`src/design/digipot_updown_stepper_top_macros.svh`:
```
// Assertion helpers used by the stepper top level.
`ifndef DIGIPOT_UPDOWN_STEPPER_TOP_MACROS_SVH
`define DIGIPOT_UPDOWN_STEPPER_TOP_MACROS_SVH

// Check a property on every rising edge of clk, idle while arst_n is low.
`define DPS_ASSERT(lbl, prop, msg) \
	lbl: assert property (@(posedge clk) disable iff (!arst_n) prop) else $error(msg);

// Check that a condition in one cycle implies another in the next cycle.
`define DPS_ASSERT_NEXT(lbl, cond, conseq, msg) \
	lbl: assert property (@(posedge clk) disable iff (!arst_n) (cond) |=> (conseq)) \
		else $error(msg);

`endif

```
`src/design/dpstep_pkg.sv`:
```
`default_nettype none

package dpstep_pkg;

	// Default configuration of the potentiometer
	localparam int unsigned NUM_POSITIONS_DEF = 128;
	localparam int unsigned RESET_EXTRA_DEF   = 10;

	// Percent command range
	localparam int unsigned MAX_PERCENT = 100;
	localparam int unsigned PCT_W       = 7;
	localparam int unsigned PCT_ENTRIES = 1 << PCT_W;
	localparam int unsigned POS_W       = 7;
	localparam int unsigned LUT_W       = 8;

	// Input word kinds
	typedef enum logic {
		OP_TICK = 1'b0,
		OP_SET  = 1'b1
	} op_t;

	// One input word after unpacking
	typedef struct packed {
		op_t              op;
		logic [PCT_W-1:0] percent;
		logic             req;
	} cmd_t;

	// One result word before packing
	typedef struct packed {
		logic             clock_pin;
		logic             direction_pin;
		logic [POS_W-1:0] position;
		logic             resetting;
		logic             active;
		logic             range_error;
	} res_t;

	// Percent to target step table
	typedef logic [LUT_W-1:0] pct_lut_t [PCT_ENTRIES];

	// Build floor(percent*(npos-1)/100) for every legal percent
	function automatic pct_lut_t build_pct_lut(int unsigned npos);
		pct_lut_t lut;
		for (int unsigned p = 0; p < PCT_ENTRIES; p++) begin
			if (p <= MAX_PERCENT) begin
				lut[p] = LUT_W'((p * (npos - 1)) / MAX_PERCENT);
			end else begin
				lut[p] = '0;
			end
		end
		return lut;
	endfunction

endpackage

`default_nettype wire

```
`src/design/dpstep_core.sv`:
```
`default_nettype none

module dpstep_core import dpstep_pkg::*; #(
	parameter int unsigned NUM_POSITIONS      = NUM_POSITIONS_DEF,
	parameter int unsigned RESET_EXTRA_PULSES = RESET_EXTRA_DEF
) (
	input  wire logic clk,
	input  wire logic arst_n,
	input  wire logic adv,
	input  wire cmd_t cmd,
	output res_t      res
);

	localparam int unsigned SW = (NUM_POSITIONS > 2) ? $clog2(NUM_POSITIONS) : 1;
	localparam int unsigned PW = $clog2(NUM_POSITIONS + RESET_EXTRA_PULSES + 1);
	localparam logic [SW-1:0] TopStep = SW'(NUM_POSITIONS - 1);
	localparam logic [PW-1:0] RunLen  = PW'(NUM_POSITIONS + RESET_EXTRA_PULSES);
	localparam pct_lut_t PctLut = build_pct_lut(NUM_POSITIONS);

	logic          clk_q, dir_q, en_q;
	logic [SW-1:0] step_q, tgt_q;
	logic [PW-1:0] pulses_q;

	logic          clk_n, dir_n, en_n, rerr;
	logic [SW-1:0] step_n, tgt_n;
	logic [PW-1:0] pulses_n;
	logic [LUT_W-1:0] lut_val;
	logic [SW+POS_W-1:0] pos_ext;

	assign lut_val = PctLut[cmd.percent];

	// Next state for one word
	always_comb begin
		clk_n    = clk_q;
		dir_n    = dir_q;
		en_n     = en_q;
		step_n   = step_q;
		tgt_n    = tgt_q;
		pulses_n = pulses_q;
		rerr     = 1'b0;
		case (cmd.op)
			OP_SET: begin
				if (cmd.percent > PCT_W'(MAX_PERCENT)) begin
					rerr = 1'b1;
				end else begin
					tgt_n = lut_val[SW-1:0];
					// restart the reset run if asked or still pending
					if (pulses_q != '0 || cmd.req) begin
						pulses_n = RunLen;
						dir_n    = 1'b1;
						step_n   = '0;
					end
					en_n = 1'b1;
				end
			end
			OP_TICK: begin
				if (en_q) begin
					if (!clk_q) begin
						clk_n = 1'b1;
						if (pulses_q == '0 && step_q == tgt_q) begin
							en_n = 1'b0;
						end
					end else if (pulses_q != '0) begin
						pulses_n = pulses_q - PW'(1);
						if (pulses_q == PW'(1)) begin
							step_n = TopStep;
						end
						clk_n = 1'b0;
					end else if (step_q < tgt_q) begin
						dir_n  = 1'b1;
						step_n = step_q + SW'(1);
						clk_n  = 1'b0;
					end else if (step_q > tgt_q) begin
						dir_n  = 1'b0;
						step_n = step_q - SW'(1);
						clk_n  = 1'b0;
					end
				end
			end
			default: begin
			end
		endcase
	end

	// Report the state after this word
	assign pos_ext = {{POS_W{1'b0}}, step_n};

	always_comb begin
		res.clock_pin     = clk_n;
		res.direction_pin = dir_n;
		res.position      = (pulses_n != '0) ? '0 : pos_ext[POS_W-1:0];
		res.resetting     = (pulses_n != '0);
		res.active        = en_n;
		res.range_error   = rerr;
	end

	// Commit state as the word leaves the input stage
	always_ff @(posedge clk or negedge arst_n) begin
		if (!arst_n) begin
			clk_q    <= 1'b1;
			dir_q    <= 1'b1;
			en_q     <= 1'b1;
			step_q   <= '0;
			tgt_q    <= TopStep;
			pulses_q <= RunLen;
		end else if (adv) begin
			clk_q    <= clk_n;
			dir_q    <= dir_n;
			en_q     <= en_n;
			step_q   <= step_n;
			tgt_q    <= tgt_n;
			pulses_q <= pulses_n;
		end
	end

endmodule

`default_nettype wire

```
`src/design/digipot_updown_stepper_top.sv`:
```
// Channel  Dir  tdata (low bit up)                                 tuser
// s_*      in   set_percent[6:0] reset_request[7]                  opcode
// m_*      out  clock_pin direction_pin position[6:0] resetting    -
//               active range_error, zero filled to 16 bits
//
// One word per cycle sustained while m_tready stays high; m_tvalid rises once
// an accepted word has passed the input register, then the result register.
// The position/target update is one short pass between those registers.
// arst_n puts the driver in a full reset run toward the top step.
// A stalled m_tready holds the result; the input register still takes one
// more word, and s_tready drops only when both stages are full.
`default_nettype none

`include "digipot_updown_stepper_top_macros.svh"

module digipot_updown_stepper_top import dpstep_pkg::*; #(
	parameter int unsigned NUM_POSITIONS      = NUM_POSITIONS_DEF,
	parameter int unsigned RESET_EXTRA_PULSES = RESET_EXTRA_DEF
) (
	input  wire logic        clk,
	input  wire logic        arst_n,
	input  wire logic        s_tvalid,
	output logic             s_tready,
	input  wire logic [7:0]  s_tdata,   // set_percent[6:0], reset_request[7]
	input  wire logic        s_tuser,   // opcode
	output logic             m_tvalid,
	input  wire logic        m_tready,
	output logic [15:0]      m_tdata    // clock_pin, direction_pin, position[6:0],
	                                    // resetting, active, range_error, pad
);

	logic v_s1;
	cmd_t cmd_s1;
	logic adv;
	res_t res_c;
	res_t res_q;
	logic out_v_q;

	// Move the input word on when the result register is free or drains
	assign adv      = v_s1 && (!out_v_q || m_tready);
	assign s_tready = !v_s1 || adv;

	// Input register
	always_ff @(posedge clk or negedge arst_n) begin
		if (!arst_n) begin
			v_s1 <= 1'b0;
		end else if (s_tready) begin
			v_s1 <= s_tvalid;
		end
	end

	always_ff @(posedge clk) begin
		if (s_tvalid && s_tready) begin
			cmd_s1.op      <= op_t'(s_tuser);
			cmd_s1.percent <= s_tdata[PCT_W-1:0];
			cmd_s1.req     <= s_tdata[PCT_W];
		end
	end

	dpstep_core #(
		.NUM_POSITIONS      (NUM_POSITIONS),
		.RESET_EXTRA_PULSES (RESET_EXTRA_PULSES)
	) u_core (
		.clk    (clk),
		.arst_n (arst_n),
		.adv    (adv),
		.cmd    (cmd_s1),
		.res    (res_c)
	);

	// Result register
	always_ff @(posedge clk or negedge arst_n) begin
		if (!arst_n) begin
			out_v_q <= 1'b0;
		end else if (adv) begin
			out_v_q <= 1'b1;
		end else if (m_tready) begin
			out_v_q <= 1'b0;
		end
	end

	always_ff @(posedge clk) begin
		if (adv) begin
			res_q <= res_c;
		end
	end

	assign m_tvalid = out_v_q;
	assign m_tdata  = {4'd0, res_q.range_error, res_q.active, res_q.resetting,
	                   res_q.position, res_q.direction_pin, res_q.clock_pin};

	// A held input word must not be overwritten
	`DPS_ASSERT_NEXT(a_s1_hold, v_s1 && !adv, v_s1 && $stable(cmd_s1), "input word lost")
	// The reset run always drives the wiper up
	`DPS_ASSERT(a_reset_dir, out_v_q && res_q.resetting |-> res_q.direction_pin,
		"direction low during reset run")
	// Stepping only stops with the clock pin high
	`DPS_ASSERT(a_idle_clk, out_v_q && !res_q.active |-> res_q.clock_pin,
		"stepping stopped with clock low")

endmodule

`default_nettype wire

```
`config.mk`:
```
export PLATFORM = sky130hd
export DESIGN_NAME = digipot_updown_stepper_top
export DESIGN_NICKNAME = d
export VERILOG_FILES = /design/src/design/dpstep_pkg.sv /design/src/design/dpstep_core.sv /design/src/design/digipot_updown_stepper_top.sv
export VERILOG_INCLUDE_DIRS = /design/src /design/src/design
export SDC_FILE = /design/constraint.sdc
export NUM_CORES = 1
export LEC_CHECK = 0
export BUFFER_PORTS_ARGS = -buffer_cell sky130_fd_sc_hd__buf_2
export CORE_MARGIN = 4
export CORE_UTILIZATION = 30
export CTS_CLUSTER_DIAMETER = 50
export DETAILED_ROUTE_END_ITERATION = 6
export GPL_TIMING_DRIVEN = 0
export PLACE_DENSITY = 0.49
export SETUP_SLACK_MARGIN = 0.3
export SLEW_MARGIN = 10
export SYNTH_ARGS = -nofsm -noshare
export SYNTH_HDL_FRONTEND = slang
export SYNTH_SLANG_ARGS = --single-unit
```
`constraint.sdc`:
```
create_clock -name clk -period 5.65 [get_ports clk]
set_input_delay 0 -clock clk [delete_from_list [all_inputs] [get_ports clk]]
set_output_delay 0 -clock clk [all_outputs]
set_load 0.01 [all_outputs]
```
==> flow_metrics.py <==
metrics = {
    "logic_synthesis": {
        "ys_types": 72,
        "synth_edf_count": 21,
        "synth-simple-area-share_pct": 20.3,
        "synth.avg_cell_area_sq_um": 8.86,
        "synth_top_family_by_area": "compound AO/OA/AOI/OAI gates",
        "synthAdderAreaFrac_pct": 7.52,
        "synth-compound-area-share_pct": 25.0,
        "synth_mux_area_share_pct": 6.98,
        "syn_area_sq_um": 3960,
        "ys.warnings.count": 0,
        "synth_xor_area_share_pct": 0.442,
        "synth_flop_cell": "edfxtp_1",
        "yosysSeqAreaShare_pct": 33.4,
        "ys_async_sr_fraction_pct": 56.3,
        "synth-seq-cells": 48,
        "synthCells": 447,
    },
    "drt": {
        "first_pass_iters": 5,
        "wirelength_um": 11000,
        "detail-route-antenna-nets": 0,
        "wl_per_cell_um": 16.5,
        "drt_iter0_drc": 287,
        "drcViolationCount": 0,
        "vias": 3644,
        "viasPerCell": 5.46,
    },
    "setup_path": {
        "path_max_fanout": 12,
        "crit_buf_inv": 2,
        "worstSetupPathType": "register to register",
        "cpMaxStageDelayCell": "edfxtp_1",
        "arrival_ps": 3690,
        "start_kind": "register",
        "end_kind": "register",
        "path_delay_family": "compound AO/OA/AOI/OAI gates",
        "path_cells": "inv_1 -> ha_1 -> nand2b_1 -> a211o_1 -> o211ai_1 -> and4b_1 -> or4b_1 -> buf_6 -> a211oi_1",
        "required_ps": 5730,
        "crit_path_max_incr_delay_ps": 610,
    },
    "hold_path": {
        "worst_hold_path_type": "primary input to register",
    },
    "cts": {
        "cts_tree": "built",
        "clock_sinks": 48,
        "cts_buffers": 5,
        "cts.htree.levels": 2,
        "cts_setup_buffers": 0,
        "cts_resized": 0,
        "ctsHoldBuffers": 11,
        "clockBufferDepth": 2,
        "clk_latency_ps": 290,
        "clk_transition_reported_paths_ps": 60,
        "clock-root-buffer": "clkbuf_16",
    },
    "sta": {
        "timing.final.crit_period_ps": 3620,
        "hold_viol": 0,
        "fmax_mhz": 276,
        "rsz0062_at_grt": "false",
        "slew_violations": 0,
        "finalSetupTns_ps": 0,
        "finalSetupViolations": 0,
        "fin_crit_sh_pct": 64.0,
        "relSlewSlack_pct": 34.3,
        "whs_ps": 15.1,
        "clock_skew_ps": 6.81,
        "worst_pin_slew_ps": 977,
    },
    "global_routing": {
        "use_met3_pct": 2.65,
        "grt-ovfl-total": 0,
        "first_global_vias": 3599,
        "antenna_found_initial": 0,
        "grt_pass1_wl_um": 18400,
        "grt_usage_pct": 15.2,
        "grt_max_degree": 28,
        "grt_use_met1_pct": 21.4,
        "gr-max-usage-layer": "met2",
        "grtUsageMet2_pct": 24.2,
    },
    "power": {
        "p_leak_nw": 1.77,
        "ir_worst_vdd_mv": 0.128,
        "power.density_nw_per_um2": 280,
    },
    "cells_and_area": {
        "final_common_cell": "nand2_1",
        "utilization_pct": 36.1,
        "final_nets": 530,
        "syn_to_final_growth_pct": 16.3,
        "antenna-diode-count": 0,
        "mostFrequentLayoutCells": "nand2_1, nor2_1, o21ai_0",
        "layout-drive-gt1-share_pct": 16.0,
    },
    "floorplan": {
        "rows": 41,
        "die_x_um": 123,
        "core_area_sq_um": 12800,
        "dieArea_sq_um": 15100,
        "io_pins": 31,
        "start_util_pct": 31.0,
        "fp.dieH_um": 123,
    },
    "run_status": {
        "status": "finished clean",
    },
    "run": {
        "drv_cap": 0,
    },
    "placement": {
        "io_buffers": 26,
        "place_congestion": 0.930,
        "post-dp-hpwl_um": 8100,
    },
}
-- cell type report --
type | instances | area, sq um
clock inverter | 2 | 38.8
buffer | 37 | 175
tap | 172 | 215
fill | 1322 | 8170
inverter | 20 | 75.1
timing repair buffer | 37 | 240
multi-input combinational | 345 | 2400
clock buffer | 6 | 139
sequential | 48 | 1320
-- synthesized netlist by cell type, drive strengths merged (3+ instances only) --
| library cell | number | area share [%] |
|---|---|---|
| a211o | 4 | 0.88 |
| and3 | 4 | 0.63 |
| a211oi | 11 | 2.1 |
| dfrtp | 14 | 8.8 |
| mux4 | 5 | 2.8 |
| inv | 19 | 1.8 |
| a21o | 7 | 1.3 |
| o211ai | 7 | 1.3 |
| nand4 | 5 | 0.79 |
| o311ai | 3 | 0.66 |
| nor2 | 35 | 3.3 |
| mux2i | 13 | 3.3 |
| a2111oi | 3 | 1.1 |
| clkbuf | 23 | 2.2 |
| o31ai | 8 | 1.5 |
| nand2b | 8 | 1.3 |
| or3 | 4 | 0.63 |
| nand2 | 36 | 3.4 |
| nor2b | 4 | 0.63 |
| o22a | 3 | 0.66 |
| a22o | 4 | 0.88 |
| nand3 | 13 | 1.6 |
| o21ai | 35 | 4.7 |
| ha | 23 | 7.3 |
| edfxtp | 21 | 16 |
| dfstp | 13 | 8.6 |
| nor4 | 3 | 0.85 |
| a31oi | 9 | 1.4 |
| mux2 | 3 | 0.85 |
| nor3 | 12 | 1.6 |
| nand3b | 3 | 0.57 |
| nor3b | 5 | 0.95 |
| o21a | 3 | 0.57 |
| a21oi | 31 | 3.9 |
| buf | 14 | 2.2 |
-- metal layers --
layer | vias to the layer above | wire length, um
met1 | 1756 | 5330
li1 | 1761 | -
met5 | - | 0
met2 | 112 | 5010
met3 | 15 | 545
met4 | 0 | 131
-- per-stage QoR --
step | instance area, sq um | std cells | power (mW) | worst slack [ps]
3_3_place_gp | 4320 | 648 | 0.922 | 2020
2_1_floorplan | 3970 | 450 | 0.808 | 2830
4_1_cts | 4600 | 667 | 1.29 | 2050
6_report | 4610 | 667 | 1.29 | 2030
3_5_place_dp | 4320 | 648 | 0.929 | 2120
5_1_grt | 4610 | 667 | 1.37 | 1840
-- worst register-to-register path, stage by stage (launching register included) --
cell and delay, ps:
edfxtp_1 610, inv_1 250, ha_1 350, nand2b_1 210, a211o_1 380, o211ai_1 350, and4b_1 320, or4b_1 460
buf_6 180, a211oi_1 290
-- where the power goes --
| part | switching, mW | leakage (nW) | internal [mW] |
|---|---|---|---|
| clock network | 0.133 | 0.0871 | 0.222 |
| registers | 0.0474 | 0.512 | 0.438 |
| logic | 0.272 | 1.17 | 0.176 |
-- path summary, 6_finish.rpt --
path,startpoint,to,slack (ps),depth (start not counted)
worst max-delay path,cmd_s1[2],m_tdata[4],2030,9
worst min-delay path,m_tready,v_s1,20,3
worst max register to register,cmd_s1[2],m_tdata[4],2030,9
worst min register to register,u_core.tgt_q[2],u_core.tgt_q[2],510,2
max in group asynchronous,arst_n,u_core.pulses_q[0],4930,2
min in group asynchronous,arst_n,u_core.step_q[6],280,2
-- sequential cells by signal (all words and copies together), names as in the netlist --
register	cells
m_tdata	12
cmd_s1	9
u_core.pulses_q	8
u_core.step_q	7
u_core.tgt_q	7
m_tvalid	1
u_core.clk_q	1
u_core.dir_q	1
u_core.en_q	1
v_s1	1
-- kinds of logic (layout without fill, tap and decap cells) --
kind of cell / Yosys count / in the layout
AND/OR/NAND/NOR: 148 / 148
other: 1 / 4
multiplexers: 21 / 21
buffers and inverters: 57 / 102
flip-flops: 48 / 48
AO/OA/AOI/OAI: 146 / 146
adder cells (fa/ha/maj): 24 / 24
XOR/XNOR: 2 / 2
Note: power is estimated with default switching activity, not from simulation.
